### src/design/ddi_pkg.sv
// ddi_pkg: shared types and constants for the duplicate-free ordered list
// used by ddi_cell and dedup_deque_insert_top; no dependencies
`default_nettype none

package ddi_pkg;

  localparam int CAPACITY_DEF = 16;
  localparam int IDX_W        = 9;
  localparam int VAL_W        = 32;
  localparam int POS_W        = 4;
  localparam int LEN_W        = 5;
  localparam int STAT_W       = 3;

  typedef enum logic {
    ACT_INSERT = 1'b0,
    ACT_READ   = 1'b1
  } action_t;

  typedef enum logic [STAT_W-1:0] {
    ST_INSERTED  = 3'd0,
    ST_DUPLICATE = 3'd1,
    ST_FULL      = 3'd2,
    ST_READ_OK   = 3'd3,
    ST_READ_OOR  = 3'd4
  } status_t;

  typedef struct packed {
    logic                    action;
    logic signed [VAL_W-1:0] value;
    logic                    at_front;
    logic [POS_W-1:0]        position;
  } in_t;

  typedef struct packed {
    logic [STAT_W-1:0]       status;
    logic signed [VAL_W-1:0] read_value;
    logic [LEN_W-1:0]        length;
  } out_t;

  typedef struct packed {
    logic             push_front;
    logic             push_back;
    logic [VAL_W-1:0] value;
    logic [POS_W-1:0] position;
  } cell_ctl_t;

endpackage

`default_nettype wire

### src/design/ddi_cell.sv
// ddi_cell: one list position, holds an entry and shifts toward the back
// depends on ddi_pkg
`default_nettype none

module ddi_cell #(
  parameter int IDX   = 0,
  parameter int CNT_W = 5
) (
  input  wire logic                          clk,
  input  wire ddi_pkg::cell_ctl_t            ctl,
  input  wire logic [CNT_W-1:0]              count,
  input  wire logic [ddi_pkg::VAL_W-1:0]     left_data,
  output logic      [ddi_pkg::VAL_W-1:0]     data,
  output logic                               match,
  output logic      [ddi_pkg::VAL_W-1:0]     rd_data
);

  localparam logic [CNT_W-1:0]          IdxC = CNT_W'(IDX);
  localparam logic [ddi_pkg::IDX_W-1:0] IdxP = ddi_pkg::IDX_W'(IDX);

  logic [ddi_pkg::VAL_W-1:0] data_r;
  logic [ddi_pkg::VAL_W-1:0] data_nxt;
  logic                      occ;
  logic                      sel;

  assign occ  = IdxC < count;
  assign sel  = ddi_pkg::IDX_W'(ctl.position) == IdxP;
  assign data = data_r;
  assign match   = occ && (data_r == ctl.value);
  assign rd_data = (occ && sel) ? data_r : '0;

  always_comb begin
    data_nxt = data_r;
    if (ctl.push_front) begin
      data_nxt = left_data;
    end else if (ctl.push_back && (IdxC == count)) begin
      data_nxt = ctl.value;
    end
  end

  always_ff @(posedge clk) begin
    data_r <= data_nxt;
  end

endmodule

`default_nettype wire

### src/design/dedup_deque_insert_top.sv
// dedup_deque_insert_top: duplicate-free ordered list built from a row of cells
// depends on ddi_pkg and ddi_cell
`default_nettype none

// Bounded ordered list of signed 32-bit values that refuses duplicates. Entry
// i of the list lives in cell i; a front insert shifts every cell one place
// toward the back, a back insert writes the first free cell. Every cell
// compares its entry with the incoming value in the same cycle, so each
// transaction (insert or positional read) is decided combinationally and its
// result lands in the output register on the next edge. One transaction is
// taken per clock as long as the output register is empty or is being
// drained in that cycle; the result register is the only pipeline stage.
// No clearing pass is needed after reset.

module dedup_deque_insert_top #(
  parameter int CAPACITY = ddi_pkg::CAPACITY_DEF
) (
  input  wire logic          clk,
  input  wire logic          rst_n,
  input  wire logic          in_valid,
  output logic               in_ready,
  input  wire ddi_pkg::in_t  in_data,
  output logic               out_valid,
  input  wire logic          out_ready,
  output ddi_pkg::out_t      out_data
);

  localparam int CNT_W = $clog2(CAPACITY + 1);
  localparam logic [CNT_W-1:0] CapC = CNT_W'(CAPACITY);

  logic [CNT_W-1:0]          count_r;
  logic [CNT_W-1:0]          count_nxt;
  logic                      out_valid_r;
  logic                      out_valid_nxt;
  ddi_pkg::out_t             out_data_r;
  ddi_pkg::out_t             out_data_nxt;
  ddi_pkg::cell_ctl_t        ctl;
  logic                      acc;
  logic                      dup;
  logic                      full;
  logic                      ins_ok;
  logic                      rd_in;
  logic [ddi_pkg::VAL_W-1:0] rd_or;
  ddi_pkg::status_t          status;

  logic [ddi_pkg::VAL_W-1:0] cell_data [CAPACITY];
  logic [ddi_pkg::VAL_W-1:0] cell_rd   [CAPACITY];
  logic [CAPACITY-1:0]       cell_match;

  assign acc      = in_valid && in_ready;
  assign in_ready = !out_valid_r || out_ready;

  assign dup    = |cell_match;
  assign full   = count_r >= CapC;
  assign rd_in  = ddi_pkg::IDX_W'(in_data.position) < ddi_pkg::IDX_W'(count_r);
  assign ins_ok = acc && (in_data.action == ddi_pkg::ACT_INSERT) && !dup && !full;

  assign ctl.push_front = ins_ok && in_data.at_front;
  assign ctl.push_back  = ins_ok && !in_data.at_front;
  assign ctl.value      = in_data.value;
  assign ctl.position   = in_data.position;

  genvar gi;
  generate
    for (gi = 0; gi < CAPACITY; gi++) begin : g_cell
      logic [ddi_pkg::VAL_W-1:0] left_w;
      if (gi == 0) begin : g_head
        assign left_w = in_data.value;
      end else begin : g_body
        assign left_w = cell_data[gi-1];
      end
      ddi_cell #(
        .IDX   (gi),
        .CNT_W (CNT_W)
      ) u_cell (
        .clk       (clk),
        .ctl       (ctl),
        .count     (count_r),
        .left_data (left_w),
        .data      (cell_data[gi]),
        .match     (cell_match[gi]),
        .rd_data   (cell_rd[gi])
      );
    end
  endgenerate

  always_comb begin
    rd_or = '0;
    for (int i = 0; i < CAPACITY; i++) begin
      rd_or = rd_or | cell_rd[i];
    end
  end

  always_comb begin
    if (in_data.action == ddi_pkg::ACT_READ) begin
      status = rd_in ? ddi_pkg::ST_READ_OK : ddi_pkg::ST_READ_OOR;
    end else if (dup) begin
      status = ddi_pkg::ST_DUPLICATE;
    end else if (full) begin
      status = ddi_pkg::ST_FULL;
    end else begin
      status = ddi_pkg::ST_INSERTED;
    end
  end

  always_comb begin
    count_nxt     = ins_ok ? count_r + CNT_W'(1) : count_r;
    out_valid_nxt = acc || (out_valid_r && !out_ready);
    out_data_nxt  = out_data_r;
    if (acc) begin
      out_data_nxt.status     = status;
      out_data_nxt.read_value = (status == ddi_pkg::ST_READ_OK) ? rd_or : '0;
      out_data_nxt.length     = ddi_pkg::LEN_W'(count_nxt);
    end
  end

  always_ff @(posedge clk) begin
    if (!rst_n) begin
      count_r     <= '0;
      out_valid_r <= 1'b0;
    end else begin
      count_r     <= count_nxt;
      out_valid_r <= out_valid_nxt;
    end
    out_data_r <= out_data_nxt;
  end

  assign out_valid = out_valid_r;
  assign out_data  = out_data_r;

`ifndef SYNTHESIS
  a_count_bound: assert property (@(posedge clk) disable iff (!rst_n)
    count_r <= CapC)
    else $error("entry count above capacity");

  a_insert_grows: assert property (@(posedge clk) disable iff (!rst_n)
    ins_ok |=> count_r == $past(count_r) + CNT_W'(1))
    else $error("successful insert did not grow the list");

  a_refused_holds: assert property (@(posedge clk) disable iff (!rst_n)
    (acc && !ins_ok) |=> $stable(count_r))
    else $error("list length changed without an insert");

  a_result_follows: assert property (@(posedge clk) disable iff (!rst_n)
    acc |=> out_valid)
    else $error("accepted transaction produced no result");
`endif

endmodule

`default_nettype wire

### config.mk
export PLATFORM = sky130hd
export DESIGN_NAME = dedup_deque_insert_top
export DESIGN_NICKNAME = d
export VERILOG_FILES = /design/src/design/ddi_pkg.sv /design/src/design/ddi_cell.sv /design/src/design/dedup_deque_insert_top.sv
export SDC_FILE = /design/constraint.sdc
export NUM_CORES = 1
export LEC_CHECK = 0
export BUFFER_PORTS_ARGS = -buffer_cell sky130_fd_sc_hd__buf_2
export CAP_MARGIN = 5
export CORE_MARGIN = 10
export CORE_UTILIZATION = 65
export CTS_CLUSTER_SIZE = 8
export DETAILED_ROUTE_END_ITERATION = 6
export PLACE_DENSITY = 0.82
export SYNTH_ARGS = -nofsm -noshare
export SYNTH_HDL_FRONTEND = slang
export SYNTH_HIERARCHICAL = 1
export SYNTH_SLANG_ARGS = --single-unit
### constraint.sdc
create_clock -name clk -period 12.8 [get_ports clk]
set_clock_uncertainty 0.15 [all_clocks]
set_input_delay 0.64 -clock clk [delete_from_list [all_inputs] [get_ports clk]]
set_output_delay 0.64 -clock clk [all_outputs]
set_load 0.02 [all_outputs]
Word-level counts from Yosys, hierarchy flattened
Index checks and enable logic that the tools add are counted.
{"block": "op_classes", "order_cmp": 18, "bitwise_logic": 16, "muxes": 53, "eq_ne": 47, "n_reduce_logical": 81, "n_addsub": 1}
{"cell": "$mux 32", "count": 48}
{"cell": "$eq 32x32->1", "count": 16}
{"cell": "$or 32x32->32", "count": 15}
{"cell": "$logic_and 1x1->1", "count": 55}
{"cell": "$eq 4x5->1 const A", "count": 8}
{"cell": "$lt 4x5->1 const A", "count": 8}
{"cell": "$eq 4x4->1 const B", "count": 8}
{"cell": "$reduce_bool 2->1", "count": 16}
{"cell": "$eq 3x5->1 const A", "count": 4}
{"cell": "$lt 3x5->1 const A", "count": 4}
{"cell": "$eq 4x3->1 const B", "count": 4}
{"cell": "$reduce_or 16->1", "count": 1}
{"cell": "$eq 2x5->1 const A", "count": 2}
{"cell": "$lt 1x5->1 const A", "count": 2}
{"cell": "$lt 2x5->1 const A", "count": 2}
{"cell": "$eq 4x2->1 const B", "count": 2}
{"cell": "$mux 3", "count": 2}
{"cell": "$add 5x1->5 const B", "count": 1}
{"cell": "$eq 1x5->1 const A", "count": 1}
{"cell": "$ge 5x5->1 const B", "count": 1}
{"cell": "$logic_not 1->1", "count": 5}
{"cell": "$logic_not 5->1", "count": 1}
{"cell": "$lt 4x5->1", "count": 1}
{"cell": "$mux 5", "count": 1}
{"cell": "6 further kinds", "count": 8}
{"block": "word_totals", "register_bits": 558, "elab_cells": 237, "inputBits": 42}

Logic depth before layout (Yosys ltp)
{"block": "logic_depth", "depth_word": 18, "mapped_depth": 13}

Hierarchy
Netlist, hierarchy kept.
{"mod": "dedup_deque_insert_top", "cells_each": 300, "n_inst": 1, "area_per_inst_um2": 2999.1}
{"mod": "ddi_cell (g_cell[8].u_cell)", "cells_each": 153, "n_inst": 1, "area_per_inst_um2": 2069.5}
{"mod": "ddi_cell (g_cell[9].u_cell)", "cells_each": 152, "n_inst": 1, "area_per_inst_um2": 2069.5}
{"mod": "ddi_cell (g_cell[10].u_cell)", "cells_each": 153, "n_inst": 1, "area_per_inst_um2": 2067.0}
{"mod": "ddi_cell (g_cell[0].u_cell)", "cells_each": 151, "n_inst": 1, "area_per_inst_um2": 2049.5}
{"mod": "ddi_cell (g_cell[6].u_cell)", "cells_each": 152, "n_inst": 1, "area_per_inst_um2": 2000.7}
{"mod": "ddi_cell (g_cell[12].u_cell)", "cells_each": 152, "n_inst": 1, "area_per_inst_um2": 1993.2}
{"mod": "ddi_cell (g_cell[14].u_cell)", "cells_each": 152, "n_inst": 1, "area_per_inst_um2": 1988.2}
{"mod": "ddi_cell (g_cell[4].u_cell)", "cells_each": 153, "n_inst": 1, "area_per_inst_um2": 1986.9}
{"mod": "ddi_cell (g_cell[2].u_cell)", "cells_each": 152, "n_inst": 1, "area_per_inst_um2": 1971.9}
{"mod": "ddi_cell (g_cell[5].u_cell)", "cells_each": 153, "n_inst": 1, "area_per_inst_um2": 1969.4}
{"mod": "ddi_cell (g_cell[1].u_cell)", "cells_each": 151, "n_inst": 1, "area_per_inst_um2": 1966.9}
{"mod": "ddi_cell (g_cell[3].u_cell)", "cells_each": 151, "n_inst": 1, "area_per_inst_um2": 1958.1}
{"mod": "ddi_cell (g_cell[11].u_cell)", "cells_each": 152, "n_inst": 1, "area_per_inst_um2": 1950.6}
{"mod": "+3 rows"}

Worst setup path after synthesis
OpenSTA, ideal clock, no wires.
{"block": "synth_timing", "path_kind": "input -> register", "from": "in out_ready", "to": "reg g_cell[6].u_cell.data_r, in the netlist g_cell[6].u_cell/data[0] (enable)", "cell_stages": 7, "setup_ns": 0.470, "t_arrival_ns": 5.604, "n_path_buf": 1, "path_slack_ns": 6.576, "t_required_ns": 12.180, "path_cell_list": "nand2b_1 > and2_1 > and3_1 > buf_6 > nor2b_1 > nand4b_1 > o31ai_1"}
{"item": "start, declared", "line_no": "dedup_deque_insert_top.sv:24", "rtl": "input wire logic out_ready,"}
{"item": "end signal, assigned", "line_no": "ddi_cell.sv:42", "rtl": "data_r <= data_nxt;"}
{"item": "end, declared", "line_no": "ddi_cell.sv:21", "rtl": "logic [ddi_pkg::VAL_W-1:0] data_r;"}

==> results.cfg <==
[cells_and_area]
fin_area_um2 = 37940
fin_cells = 3522
fin_nets = 2856
area_growth_syn_to_layout_pct = 8.809
layout-drive-gt1-share_pct = 31.54
postLayoutCoreUtil_pct = 71.77

[drt]
first_pass_iters = 6
wl_per_cell_um = 32.55
drc_errors = 0
vias = 24258
routed_via_density = 6.888
drt-initial-drc-count = 3817
wl_mm = 114.6
ant_nets = 0

[synth]
synth-seq-cells = 558
async_flop_share_pct = 0
yosysWarnings = 6
synth_top_area_cell = edfxtp_1
ys_top_cells_by_count = 552 x edfxtp_1, 465 x mux2_2, 440 x xor2_1
synth_top_area_share_pct = 47.53
yosysMostFrequentCell = edfxtp_1
ys_seq_area_share_pct = 47.88
synth.distinct_cells = 65
yosys-top-cells-area = edfxtp_1 48%, mux2_2 15%, xor2_1 11%
syn_inst = 2733
synth-edff-count = 552
synth_area_um2 = 34870
postSynthAreaPerCell_um2 = 12.76
ys.flop_type = edfxtp_1
syn_nets = 2780

[grt]
grt_overflow = 0
use_met1_pct = 45.05
grt_pass1_vias = 23492
busiest_layer = met2
met3_usage_pct = 7.155
antenna_found_initial = 13
grt_pass1_wl_mm = 164.2
track_usage_pct = 35.54
grt_max_degree = 191
grt_util_met2_pct = 54.75

[critical_path]
start_kind = flop
worstSetupPathType = reg2reg
worst_setup_path_end_kind = flop
regToRegStartpoint = count_r[1]
arrival_ps = 7330
critPathMaxFanout = 190
critPathRequiredTime_ps = 13010
crit_start = count_r[1]
r2r_cells = 11

[place]
place_inst = 3416
place.port_buffers = 83
dpl_cell_area_um2 = 35790
place_hpwl_mm = 79.41
place.gp.congestion = 1.046

[sta]
fin_crit_ps = 7117
finalSetupTns_ps = 0
fmax_mhz = 140.5
timing.slew.headroom_pct = 10.38
slew_viol_final = 0
hold_viol_final = 0
rsz0062_at_grt = false
period_share_pct = 55.60
finalSetupViolCount = 0
tightest_slew_ps = 1332

[worst_hold_path]
min_path_cells = 3
hold_path_class = in2reg
hp-start = in_valid

[floorplanning]
die_w_um = 251.6
start_util_pct = 65.96
num_io_pins = 84
core-area_um2 = 52870
die_h_um = 251.6
row_count = 84
die_area_um2 = 63310

[pwr]
internal_power_mw = 3.413
power_density_nw_per_um2 = 120.0
p_switching_mw = 1.139
clockPowerShare_pct = 42.1
p_comb_share_pct = 10.6
max-vdd-ir-drop_uv = 104.0
p_leak_nw = 13.34
switching_share_pct = 25.02
pwr-share-seq_pct = 47.3

[clock_network]
cts.repair.resized = 0
clock-sinks = 558
h-tree-depth = 3
post-cts-setup-buffers = 0
cts_tree = yes
clkSlewWorstSetupHoldPaths_ps = 50
clock_latency_ps = 640
cts_hold_buf = 0
root_buffer = clkbuf_16
cts_max_path_buffers = 3
numCtsBuffers = 79

[outcome]
status = complete, no violations

[flow_run]
maxCapViolCount = 0
[power groups by stage]
stage               clock network [mW]  logic [mW]  registers, mW
floorplan                            0       0.270           2.17
global placement                     0       0.456           2.18
detailed placement                   0       0.467           2.18
CTS                               1.92       0.470           2.15
global route                      1.98       0.499           2.16
finish                            1.92       0.484           2.15
[sequential cells by signal, indices dropped and copies added, names as in the netlist]
register / flops
count_r: 5
out_valid: 1
out_data: 40
g_cell.u_cell/data: 512
[through the flow]
step                hold slack (ps)  power (mW)  setup slack (ps)
floorplan                     422.3       2.442              6576
global placement              385.9       2.636              5704
detailed placement            408.8       2.650              5634
CTS                           117.9       4.536              6056
global route                  132.7       4.639              5674
finish                        140.3       4.552              5683
[worst paths after layout]
| check | end | slack [ps] |
|---|---|---|
| hold / removal | out_valid | 140 |
| setup reg to reg | g_cell[9].u_cell/data[18] | 5680 |
| setup / recovery | g_cell[9].u_cell/data[18] | 5680 |
| hold reg to reg | out_valid | 430 |
[cell usage in the layout (no fill, tap or decap), types with 28 or more instances in the layout]
| master | count |
|---|---|
| nor4_2 | 28 |
| clkbuf_16 | 82 |
| mux2_1 | 47 |
| nand4_1 | 71 |
| and2_2 | 32 |
| buf_4 | 28 |
| nor4_1 | 221 |
| xor2_1 | 440 |
| buf_2 | 83 |
| xnor2_1 | 74 |
| and2_1 | 398 |
| edfxtp_1 | 552 |
| and2_4 | 117 |
| mux2_2 | 465 |
[area by class of cell]
cell class                      count  area [µm²]
Antenna cell                        6       15.01
Clock inverter                      4       37.54
Fill cell                        3642       14920
Sequential cell                   558       16700
Multi-Input combinational cell   2045       17530
Tap cell                          688       860.8
Inverter                           13       48.80
Clock buffer                       96        2105
Timing Repair Buffer              112       645.6
[worst max-delay path, cell delays in order, from the launching register on]
cell and delay (ps):
dfxtp_1 640, a211oi_1 830, nor3_1 230, nand4_1 200
nor4_2 100, nor4_2 520, and4_1 420, and3_1 370
and2_4 860, buf_4 930, buf_12 710, mux2_2 440
[logic make-up (layout without fill, tap and decap cells)]
| family | count (synthesis) | after routing | share of synthesized area (%) |
|---|---|---|---|
| AND/OR/NAND/NOR | 971 | 971 | 19.12 |
| flip-flops | 558 | 558 | 47.88 |
| multiplexers | 516 | 516 | 16.66 |
| XOR/XNOR | 514 | 514 | 12.91 |
| buffers and inverters | 130 | 225 | 2.189 |
| AO/OA/AOI/OAI | 39 | 39 | 1.058 |
| adder cells (fa/ha/maj) | 5 | 5 | 0.1794 |
| other | 0 | 6 | 0 |
[metal layers]
layer / vias up / part of all wire, %
li1: 10233 / -
met1: 11918 / 36
met2: 1739 / 45
met3: 362 / 11
met4: 6 / 8.0
met5: - / 0.031
Note: power is estimated with default switching activity, not from simulation.
